$ cat src/rtl/core/aus_pkg.sv
// ----------------------------------------------------------------------------
// aus_pkg
// Shared types and constants for the Annex B access unit splitter.
// ----------------------------------------------------------------------------
package aus_pkg;

  localparam int unsigned OFFSET_WIDTH = 32;

  localparam logic [OFFSET_WIDTH-1:0] POS_MAX = {OFFSET_WIDTH{1'b1}};

  localparam logic [4:0]  NAL_TYPE_MASK    = 5'h1f;
  localparam logic [4:0]  NAL_TYPE_AUD     = 5'd9;
  localparam logic [31:0] DEFAULT_DURATION = 32'd333333;

  localparam logic KIND_FRAME = 1'b0;
  localparam logic KIND_ERROR = 1'b1;

  localparam int unsigned FIFO_DEPTH = 4;
  localparam int unsigned FIFO_AW    = $clog2(FIFO_DEPTH);

  typedef struct packed {
    logic        result_kind;
    logic [31:0] frame_offset;
    logic [31:0] frame_size;
    logic [31:0] frame_index;
    logic [63:0] frame_time;
    logic        last_result;
  } result_t;

  // up to two results written per transfer, in order
  typedef struct packed {
    logic    push0;
    logic    push1;
    result_t res0;
    result_t res1;
  } push_t;

endpackage

$ cat src/rtl/core/aus_in_if.sv
// ----------------------------------------------------------------------------
// aus_in_if
// Byte stream channel: valid/ready with one stream byte and end marker.
// ----------------------------------------------------------------------------
interface aus_in_if;
  logic       valid;
  logic       ready;
  logic [7:0] data_byte;
  logic       end_of_stream;

  modport source (output valid, output data_byte, output end_of_stream, input ready);
  modport sink   (input valid, input data_byte, input end_of_stream, output ready);
endinterface

$ cat src/rtl/core/aus_out_if.sv
// ----------------------------------------------------------------------------
// aus_out_if
// Result channel: valid/ready with one frame record or error per transfer.
// ----------------------------------------------------------------------------
interface aus_out_if;
  logic        valid;
  logic        ready;
  logic        result_kind;
  logic [31:0] frame_offset;
  logic [31:0] frame_size;
  logic [31:0] frame_index;
  logic [63:0] frame_time;
  logic        last_result;

  modport source (output valid, output result_kind, output frame_offset, output frame_size,
                  output frame_index, output frame_time, output last_result, input ready);
  modport sink   (input valid, input result_kind, input frame_offset, input frame_size,
                  input frame_index, input frame_time, input last_result, output ready);
endinterface

$ cat src/rtl/core/aus_result_fifo.sv
// ----------------------------------------------------------------------------
// aus_result_fifo
// Four-entry result queue: takes up to two results per cycle, drains one.
// ----------------------------------------------------------------------------
module aus_result_fifo (
  input  logic           clk,
  input  logic           rst_n,
  input  aus_pkg::push_t push,
  output logic           has_room,
  aus_out_if.source      out_ch
);
  import aus_pkg::*;

  result_t                mem_r [FIFO_DEPTH];
  logic [FIFO_AW-1:0]     wr_ptr_r, wr_ptr_nxt;
  logic [FIFO_AW-1:0]     rd_ptr_r, rd_ptr_nxt;
  logic [FIFO_AW:0]       count_r, count_nxt;
  logic                   pop;
  logic [FIFO_AW-1:0]     wr_ptr_p1;
  logic [FIFO_AW:0]       n_push;
  result_t                head;

  // room for a worst-case pair of results
  assign has_room  = count_r <= (FIFO_AW+1)'(FIFO_DEPTH - 2);
  assign pop       = out_ch.valid && out_ch.ready;
  assign wr_ptr_p1 = wr_ptr_r + 1'b1;
  assign n_push    = (FIFO_AW+1)'(push.push0) + (FIFO_AW+1)'(push.push1);

  always_comb begin
    wr_ptr_nxt = wr_ptr_r + n_push[FIFO_AW-1:0];
    rd_ptr_nxt = rd_ptr_r + FIFO_AW'(pop);
    count_nxt  = count_r + n_push - (FIFO_AW+1)'(pop);
  end

  always_ff @(posedge clk) begin
    if (!rst_n) begin
      wr_ptr_r <= '0;
      rd_ptr_r <= '0;
      count_r  <= '0;
    end else begin
      wr_ptr_r <= wr_ptr_nxt;
      rd_ptr_r <= rd_ptr_nxt;
      count_r  <= count_nxt;
    end
  end

  always_ff @(posedge clk) begin
    if (push.push0) begin
      mem_r[wr_ptr_r] <= push.res0;
    end
    if (push.push1) begin
      mem_r[wr_ptr_p1] <= push.res1;
    end
  end

  assign head                = mem_r[rd_ptr_r];
  assign out_ch.valid        = count_r != '0;
  assign out_ch.result_kind  = head.result_kind;
  assign out_ch.frame_offset = head.frame_offset;
  assign out_ch.frame_size   = head.frame_size;
  assign out_ch.frame_index  = head.frame_index;
  assign out_ch.frame_time   = head.frame_time;
  assign out_ch.last_result  = head.last_result;

endmodule

$ cat src/rtl/core/annexb_access_unit_splitter.sv
// ----------------------------------------------------------------------------
// annexb_access_unit_splitter
// Splits an H.264 Annex B byte stream into access units at AUD start codes.
// ----------------------------------------------------------------------------
// Usage:
//   in_ch   one stream byte per transfer, end_of_stream on the final byte.
//   out_ch  frame records (offset, size, index, time) and truncated start
//           code errors; last_result marks the final result of a byte.
//   cfg_we/cfg_wdata  sets frame_duration; write only while idle.
// Throughput is one byte per clock while in_ch.ready is high. The scanner
// state updates in the cycle of the transfer and its results land in a
// four-entry result queue, which offers them on out_ch in order.
// A byte yields at most two results; each takes one out_ch transfer.
// in_ch.ready drops while the queue has fewer than two free entries, so a
// stalled receiver backs up into the byte stream after at most four results.
// Reset clears the scanner, the frame count, the time and the queue, and
// loads frame_duration with 333333. The final byte of a stream also returns
// the scanner to its reset state, keeping frame_duration.
// ----------------------------------------------------------------------------
module annexb_access_unit_splitter (
  input  logic        clk,
  input  logic        rst_n,
  aus_in_if.sink      in_ch,
  aus_out_if.source   out_ch,
  input  logic        cfg_we,
  input  logic [31:0] cfg_wdata
);
  import aus_pkg::*;

  logic [31:0]             duration_r;
  logic [OFFSET_WIDTH-1:0] pos_r, pos_nxt;
  logic [1:0]              zrun_r, zrun_nxt;
  logic                    hdr_r, hdr_nxt;
  logic [OFFSET_WIDTH-1:0] code_pos_r, code_pos_nxt;
  logic                    open_r, open_nxt;
  logic [OFFSET_WIDTH-1:0] start_r, start_nxt;
  logic [31:0]             count_r, count_nxt;
  logic [63:0]             time_r, time_nxt;

  logic                    accept;
  logic                    has_room;
  logic                    is_aud;
  logic                    new_hdr;
  logic [OFFSET_WIDTH-1:0] new_code_pos;
  logic [OFFSET_WIDTH-1:0] size1, size2;
  logic [OFFSET_WIDTH-1:0] start_mid;
  logic                    open_mid;
  logic [31:0]             count_mid;
  logic [63:0]             time_plus, time_mid;
  logic                    emit1, emit2, err;
  result_t                 res1, res2, res_err;
  push_t                   push;

  assign accept      = in_ch.valid && in_ch.ready;
  assign in_ch.ready = has_room;

  always_comb begin
    is_aud       = (in_ch.data_byte[4:0] & NAL_TYPE_MASK) == NAL_TYPE_AUD;
    new_hdr      = (in_ch.data_byte == 8'h01) && (zrun_r >= 2'd2);
    new_code_pos = pos_r - ((zrun_r == 2'd3) ? OFFSET_WIDTH'(3) : OFFSET_WIDTH'(2));
    pos_nxt      = (pos_r < POS_MAX) ? pos_r + 1'b1 : pos_r;

    // AUD start code closes the open frame
    size1     = code_pos_r - start_r;
    emit1     = hdr_r && open_r && is_aud && (size1 != '0);
    start_mid = (hdr_r && (!open_r || is_aud)) ? code_pos_r : start_r;
    open_mid  = open_r || hdr_r;
    time_plus = time_r + {32'd0, duration_r};
    count_mid = emit1 ? count_r + 1'b1 : count_r;
    time_mid  = emit1 ? time_plus : time_r;

    // end of stream flush, then a dangling start code is an error
    size2 = pos_nxt - start_mid;
    emit2 = in_ch.end_of_stream && open_mid && (size2 != '0);
    err   = in_ch.end_of_stream && new_hdr;

    res1 = '{result_kind: KIND_FRAME, frame_offset: 32'(start_r), frame_size: 32'(size1),
             frame_index: count_r, frame_time: time_r, last_result: 1'b0};
    res2 = '{result_kind: KIND_FRAME, frame_offset: 32'(start_mid), frame_size: 32'(size2),
             frame_index: count_mid, frame_time: time_mid, last_result: 1'b0};
    res_err = '{result_kind: KIND_ERROR, frame_offset: '0, frame_size: '0,
                frame_index: '0, frame_time: '0, last_result: 1'b1};

    push.push0 = accept && (emit1 || emit2 || err);
    push.push1 = accept && ((emit1 && emit2) || (emit2 && err) || (emit1 && err));
    push.res0  = emit1 ? res1 : (emit2 ? res2 : res_err);
    push.res1  = (emit1 && emit2) ? res2 : res_err;
    push.res0.last_result = !push.push1;
    push.res1.last_result = 1'b1;

    zrun_nxt     = (in_ch.data_byte == 8'h00) ? ((zrun_r == 2'd3) ? zrun_r : zrun_r + 1'b1)
                                              : 2'd0;
    hdr_nxt      = new_hdr;
    code_pos_nxt = new_hdr ? new_code_pos : code_pos_r;
    open_nxt     = open_mid;
    start_nxt    = start_mid;
    count_nxt    = count_mid;
    time_nxt     = time_mid;
  end

  aus_result_fifo u_fifo (
    .clk      (clk),
    .rst_n    (rst_n),
    .push     (push),
    .has_room (has_room),
    .out_ch   (out_ch)
  );

  always_ff @(posedge clk) begin
    if (!rst_n) begin
      duration_r <= DEFAULT_DURATION;
      pos_r      <= '0;
      zrun_r     <= '0;
      hdr_r      <= 1'b0;
      code_pos_r <= '0;
      open_r     <= 1'b0;
      start_r    <= '0;
      count_r    <= '0;
      time_r     <= '0;
    end else begin
      if (cfg_we) begin
        duration_r <= cfg_wdata;
      end
      if (accept) begin
        if (in_ch.end_of_stream) begin
          pos_r      <= '0;
          zrun_r     <= '0;
          hdr_r      <= 1'b0;
          code_pos_r <= '0;
          open_r     <= 1'b0;
          start_r    <= '0;
          count_r    <= '0;
          time_r     <= '0;
        end else begin
          pos_r      <= pos_nxt;
          zrun_r     <= zrun_nxt;
          hdr_r      <= hdr_nxt;
          code_pos_r <= code_pos_nxt;
          open_r     <= open_nxt;
          start_r    <= start_nxt;
          count_r    <= count_nxt;
          time_r     <= time_nxt;
        end
      end
    end
  end

endmodule

$ cat src/flat_wrapper.sv
// flat-port wrapper written by rule: the top's interface ports become plain ports
module annexb_access_unit_splitter_flat import aus_pkg::*;
  (clk, rst_n, cfg_we, cfg_wdata, in_ch_valid, in_ch_data_byte, in_ch_end_of_stream, in_ch_ready, out_ch_valid, out_ch_result_kind, out_ch_frame_offset, out_ch_frame_size, out_ch_frame_index, out_ch_frame_time, out_ch_last_result, out_ch_ready);
  aus_in_if in_ch_i ();
  aus_out_if out_ch_i ();
  input  logic clk;
  input  logic rst_n;
  input  logic cfg_we;
  input  logic [31:0] cfg_wdata;
  input wire logic [$bits(in_ch_i.valid)-1:0] in_ch_valid;
  input wire logic [$bits(in_ch_i.data_byte)-1:0] in_ch_data_byte;
  input wire logic [$bits(in_ch_i.end_of_stream)-1:0] in_ch_end_of_stream;
  output wire logic [$bits(in_ch_i.ready)-1:0] in_ch_ready;
  output wire logic [$bits(out_ch_i.valid)-1:0] out_ch_valid;
  output wire logic [$bits(out_ch_i.result_kind)-1:0] out_ch_result_kind;
  output wire logic [$bits(out_ch_i.frame_offset)-1:0] out_ch_frame_offset;
  output wire logic [$bits(out_ch_i.frame_size)-1:0] out_ch_frame_size;
  output wire logic [$bits(out_ch_i.frame_index)-1:0] out_ch_frame_index;
  output wire logic [$bits(out_ch_i.frame_time)-1:0] out_ch_frame_time;
  output wire logic [$bits(out_ch_i.last_result)-1:0] out_ch_last_result;
  input wire logic [$bits(out_ch_i.ready)-1:0] out_ch_ready;
  assign in_ch_i.valid = in_ch_valid;
  assign in_ch_i.data_byte = in_ch_data_byte;
  assign in_ch_i.end_of_stream = in_ch_end_of_stream;
  assign in_ch_ready = in_ch_i.ready;
  assign out_ch_valid = out_ch_i.valid;
  assign out_ch_result_kind = out_ch_i.result_kind;
  assign out_ch_frame_offset = out_ch_i.frame_offset;
  assign out_ch_frame_size = out_ch_i.frame_size;
  assign out_ch_frame_index = out_ch_i.frame_index;
  assign out_ch_frame_time = out_ch_i.frame_time;
  assign out_ch_last_result = out_ch_i.last_result;
  assign out_ch_i.ready = out_ch_ready;
  annexb_access_unit_splitter u_core (.clk(clk), .rst_n(rst_n), .in_ch(in_ch_i), .out_ch(out_ch_i), .cfg_we(cfg_we), .cfg_wdata(cfg_wdata));
endmodule
$ cat config.mk
export PLATFORM = sky130hd
export DESIGN_NAME = annexb_access_unit_splitter_flat
export DESIGN_NICKNAME = d
export VERILOG_FILES = /design/src/rtl/core/aus_pkg.sv /design/src/rtl/core/aus_in_if.sv /design/src/rtl/core/aus_out_if.sv /design/src/rtl/core/aus_result_fifo.sv /design/src/rtl/core/annexb_access_unit_splitter.sv /design/src/flat_wrapper.sv
export SDC_FILE = /design/constraint.sdc
export NUM_CORES = 2
export LEC_CHECK = 0
export BUFFER_PORTS_ARGS = -buffer_cell sky130_fd_sc_hd__buf_2
export CELL_PAD_IN_SITES_DETAIL_PLACEMENT = 0
export CELL_PAD_IN_SITES_GLOBAL_PLACEMENT = 1
export CORE_ASPECT_RATIO = 2
export CORE_MARGIN = 3
export CORE_UTILIZATION = 45
export CTS_CLUSTER_DIAMETER = 80
export DETAILED_ROUTE_END_ITERATION = 16
export PLACE_DENSITY = 0.72
export REMOVE_ABC_BUFFERS = 1
export SETUP_SLACK_MARGIN = 0.2
export SKIP_LAST_GASP = 1
export SLEW_MARGIN = 10
export SYNTH_ARGS = -nofsm -noshare
export SYNTH_HDL_FRONTEND = slang
export SYNTH_SLANG_ARGS = --single-unit
$ cat constraint.sdc
create_clock -name clk -period 14.95 [get_ports clk]
set_clock_uncertainty 0.15 [all_clocks]
set_input_delay 2.2425 -clock clk [delete_from_list [all_inputs] [get_ports clk]]
set_output_delay 2.2425 -clock clk [all_outputs]
set_load 0.02 [all_outputs]
## Word level (Yosys, flattened, before mapping)

Memories as Yosys holds them, arrays and structs flattened. A register that Yosys moved wholly into a read port is not among the register bits.
Cells that the tools add are included.

- Flip-flop bits (word level): 235
- Memory bits (writable): 648
- Bits of input ports: 46
- Output and inout port bits: 164
- Memories kept: 1

- $add $sub $neg: 13
- $lt $le $gt $ge: 3
- Equality and inequality tests: 4
- Mux-type cells: 24
- Reduce and logical (&&, ||, !) cells: 30

Memories:

| name | depth | bits a word | rd ports | clocked after memory_dff | write ports | line | RTL |
|---|---|---|---|---|---|---|---|
| u_core.u_fifo.mem_r | 4 | 162 | 1 | 1 | 2 | aus_result_fifo.sv:14 | `result_t mem_r [FIFO_DEPTH];` |

Operators by type and width:

| kind | count |
|---|---|
| 162-bit two-way mux | 3 |
| 32-bit two-way mux | 8 |
| 64-bit two-way mux | 2 |
| 32-bit subtractor | 3 |
| 32-bit by 1-bit adder with 32-bit output, second input constant | 2 |
| 64-bit by 32-bit adder with 64-bit output | 1 |
| 32-bit nonzero test | 2 |
| 32-bit < comparator, second input constant | 1 |
| 1-bit logical AND | 15 |
| 8-bit by 1-bit == test with 1-bit output, second input constant | 1 |
| 8-bit logical NOT | 1 |
| 2-bit two-way mux | 4 |
| 1-bit two-way mux | 7 |
| 1-bit logical OR | 6 |
| 5-bit by 4-bit == test with 1-bit output, second input constant | 1 |
| 2-bit by 1-bit adder with 2-bit output, second input constant | 2 |
| 2-bit AND reduction | 2 |
| 3-bit by 2-bit adder with 3-bit output | 1 |
| 3-bit by 2-bit <= comparator with 1-bit output, second input constant | 1 |
| 3-bit inequality test, second input constant | 1 |
| 3-bit nonzero test | 1 |
| 3-bit by 1-bit subtractor with 3-bit output | 1 |
| 1-bit by 1-bit adder with 2-bit output | 1 |
| 2-bit by 1-bit adder with 2-bit output | 1 |
| 5 further kinds | 6 |

## Logic depth before layout (Yosys ltp)

- Word-level depth: 14
- Mapped depth: 37
- Mapped depth without buffers: 29

## Hierarchy

A second synthesis with hierarchy kept.

- Cell total of the unflattened synthesis: 4232
- Area total of the unflattened synthesis: 51469.4 µm²

By module, submodules not included:

| module | times used | cells each | area each (µm²) | seq. area each (µm²) |
|---|---|---|---|---|
| aus_result_fifo | 1 | 1610 | 31871.8 | 19598.8 |
| annexb_access_unit_splitter | 1 | 2622 | 19597.5 | 4564.4 |

## Worst setup path before layout

No wires, ideal clock.

- Kind: input port to flip-flop
- Start: in in_ch_data_byte[0]
- End: mem u_core.u_fifo.mem_r[0][100] (netlist name) (enable)
- Setup time: 1.343 ns
- Arrival time: 10.044 ns
- Required time: 13.457 ns
- Path slack: 3.412 ns
- Stages: 28
- Path buffers: 8
- Path through: and3_1 > buf_2 > a21oi_4 > buf_6 > buf_4 > buf_4 > buf_1 > nor2_1 > a21oi_1 > inv_1 > ha_1 > inv_1 > ha_1 > a221oi_1 > o41ai_2 > a21boi_1 > or4_4 > and3_1 > nor4_1 > nand4_1 > nor4_1 > and4b_1 > buf_6 > nor2_4 > nand3_1 > buf_2 > buf_2 > nand2_1

RTL lines:

| item | line | RTL |
|---|---|---|
| start: declaration | flat_wrapper.sv:11 | `input wire logic [$bits(in_ch_i.data_byte)-1:0] in_ch_data_byte;` |
| end: declaration | aus_result_fifo.sv:14 |  |

==> results.txt <==
Status = finished, final reports clean
Fin. Hold Viols = 0
Ys async rst share = 0
Net Sw Frac = 0.307
Layout overhead on the synthesized area = 10.6%
Mapped Area = 50300 sq um
WS Path Type = primary input to register
Comb power frac = 0.224
Routed Antenna Nets = 0
Tightest Pin Transition = 1.34 ns
Final min period = 10.84 ns
Initial antenna violation count = 8
Die H = 479 microns
NetSw = 1.98 mW
Residual DRC = 0
Syn avg cell area = 10.3 sq um
GRT overflow = 0
GP Congestion = 0.928
Primary FF master, synth = edfxtp_1
Sequential cell area fraction in the yosys report = 0.479
H-Tree Depth = 3
CP top delay family = compound AO/OA/AOI/OAI gates
Post-CTS Setup Bufs = 0
Io pins = 210
Clk Latency, worst-skew pair = 0.72 ns
Commonest non-fill, non-tap cells in the layout = edfxtp_1, o21ai_0, nor2_1
Drt via density = 6.69
Core Util, Final = 0.504
Via count = 43400
Hold WS = 0.323 ns
Design area = 55700 sq um
Worst-path clk slew = 0.07 ns
Worst hold path class = register to register
Wire per inst = 30.3 microns
Share of layout cells above drive strength 1 = 0.146
Crit. End Element = register
Total Power = 6.45 mW
GRT Total Usage = 0.330
Part of the power in registers = 0.411
Cts repair resizes = 0
Worst EP arrival = 11.00 ns
Core Region = 110000 sq um
Clk pwr share = 0.365
Die area = 116000 sq um
Post-synth cell types = 101
Vias in the first global route = 43400
Longest Clk Path Bufs = 3
Max Fclk = 92.2 MHz
Fin crit share = 0.725
RSZ-0062 raised after global routing = false
CTS tree = yes
Worst EP required = 15.11 ns
Max-slew violations = 0
CP startpoint kind = primary input
Pre-antenna DRT Iters = 7
Placed Area = 52700 sq um
Cells after Synth = 4903
Clk root buf = clkbuf_16
Int Power = 4.47 mW
Crit Path Max Fanout = 112
Post-DP HPWL = 130 mm
PD cells = 116 nW/um^2
Maximum VDD drop = 0.000198 V
Critical path buffers and inverters = 8
Slowest-stage cell, CP = a311oi_1
Chip Width = 242 microns
Largest net degree at the start of global routing = 125
Initial drt markers = 4503
Leak = 17.4 nW
Total CTS buffers = 84
Initial Utilization = 0.456
Slew headroom = 0.105
TritonCTS Sinks = 883
Most frequent CP cell = buf_4
Ys Warns = 0
Fin cells = 6489
Most common cell after layout, fill and taps aside = edfxtp_1
Total Wirelength = 196 mm
Cts hold-fix bufs = 0
EDFF count, synth = 644
Nets = 5076
Setup_tns = 0 ns
Yosys reg bits = 883
First-pass GRT wire length = 285 mm
Max-cap violation count = 0
Final setup fails = 0
Dpl ws = 3.46 ns
Placed Cells = 6329
Final worst slack = 4.11 ns
I/O Buffers = 209
Row count = 172
Delay of the slowest cell on the worst path = 0.85 ns
## cells by family after synthesis
group,count (synthesis),share of synthesized area
buffers and inverters,540,0.0440
flip-flops,883,0.479
adder cells (fa/ha/maj),99,0.0248
multiplexers,234,0.0881
AND/OR/NAND/NOR,1359,0.135
AO/OA/AOI/OAI,1649,0.204
XOR/XNOR,139,0.0247
## cells in the mapped netlist, types with 91 or more instances
cell type  number  area, sq um
nand2_1       239          897
mux4_2        162         3650
ha_1           91         1140
a22oi_1        95          713
o21ai_0       513         2570
dfxtp_1       239         4780
nand3_1       149          746
nor3_1        137          686
clkbuf_1      208          781
nor2_1        424         1590
inv_1         183          687
edfxtp_1      644        19300
a21oi_1       258         1290
o22ai_1       319         2000
## power groups by stage
stage          sequential [mW]  combinational [mW]  clock [mW]
3_3_place_gp              2.71                1.46           0
2_1_floorplan             2.76               0.928           0
4_1_cts                   2.65                1.46        2.37
6_report                  2.65                1.45        2.35
3_5_place_dp              2.71                1.45           0
5_1_grt                   2.66                1.51        2.46
## state kept, by name, summed over array words and instances (netlist names)
register and count:
u_core.open_r 1, u_core.u_fifo.wr_ptr_r 2, u_core.count_r 32, u_core.u_fifo.count_r 3
u_core.duration_r 32, u_core.zrun_r 2, u_core.hdr_r 1, u_core.start_r 32
u_core.u_fifo.rd_ptr_r 2, u_core.code_pos_r 32, u_core.u_fifo.mem_r 648, u_core.time_r 64
u_core.pos_r 32
## tightest hold or removal path: stages, from the launching register on
cell and delay, ns:
dfxtp_1 0.32, nand2_1 0.06, a21oi_1 0.05
## final timing paths
path | from | to | slack (ns) | cells past startpoint
setup / recovery | in_ch_data_byte[0] | u_core.u_fifo.mem_r[3][130]$_DFFE_PP_ | 4.11 | 25
hold / removal | u_core.start_r[10]$_SDFFE_PN0P_ | u_core.start_r[10]$_SDFFE_PN0P_ | 0.32 | 2
setup reg to reg | u_core.pos_r[1]$_SDFFE_PN0P_ | u_core.u_fifo.mem_r[3][130]$_DFFE_PP_ | 5.02 | 25
hold reg to reg | u_core.start_r[10]$_SDFFE_PN0P_ | u_core.start_r[10]$_SDFFE_PN0P_ | 0.32 | 2
## area by class of cell
| class | count | area [sq um] |
|---|---|---|
| timing repair buffer | 302 | 1820 |
| clock inverter | 50 | 603 |
| antenna | 2 | 5.00 |
| fill | 10200 | 54700 |
| clock buffer | 108 | 2330 |
| multi-input combinational | 3480 | 24200 |
| sequential | 883 | 24100 |
| tap | 1479 | 1850 |
| inverter | 185 | 702 |
## routing by layer
layer	wire [microns]	track usage
met1	67700	0.362
met2	98900	0.584
met3	14800	0.0556
met4	15000	0.226
met5	11	0
Note: power is estimated with default switching activity, not from simulation.
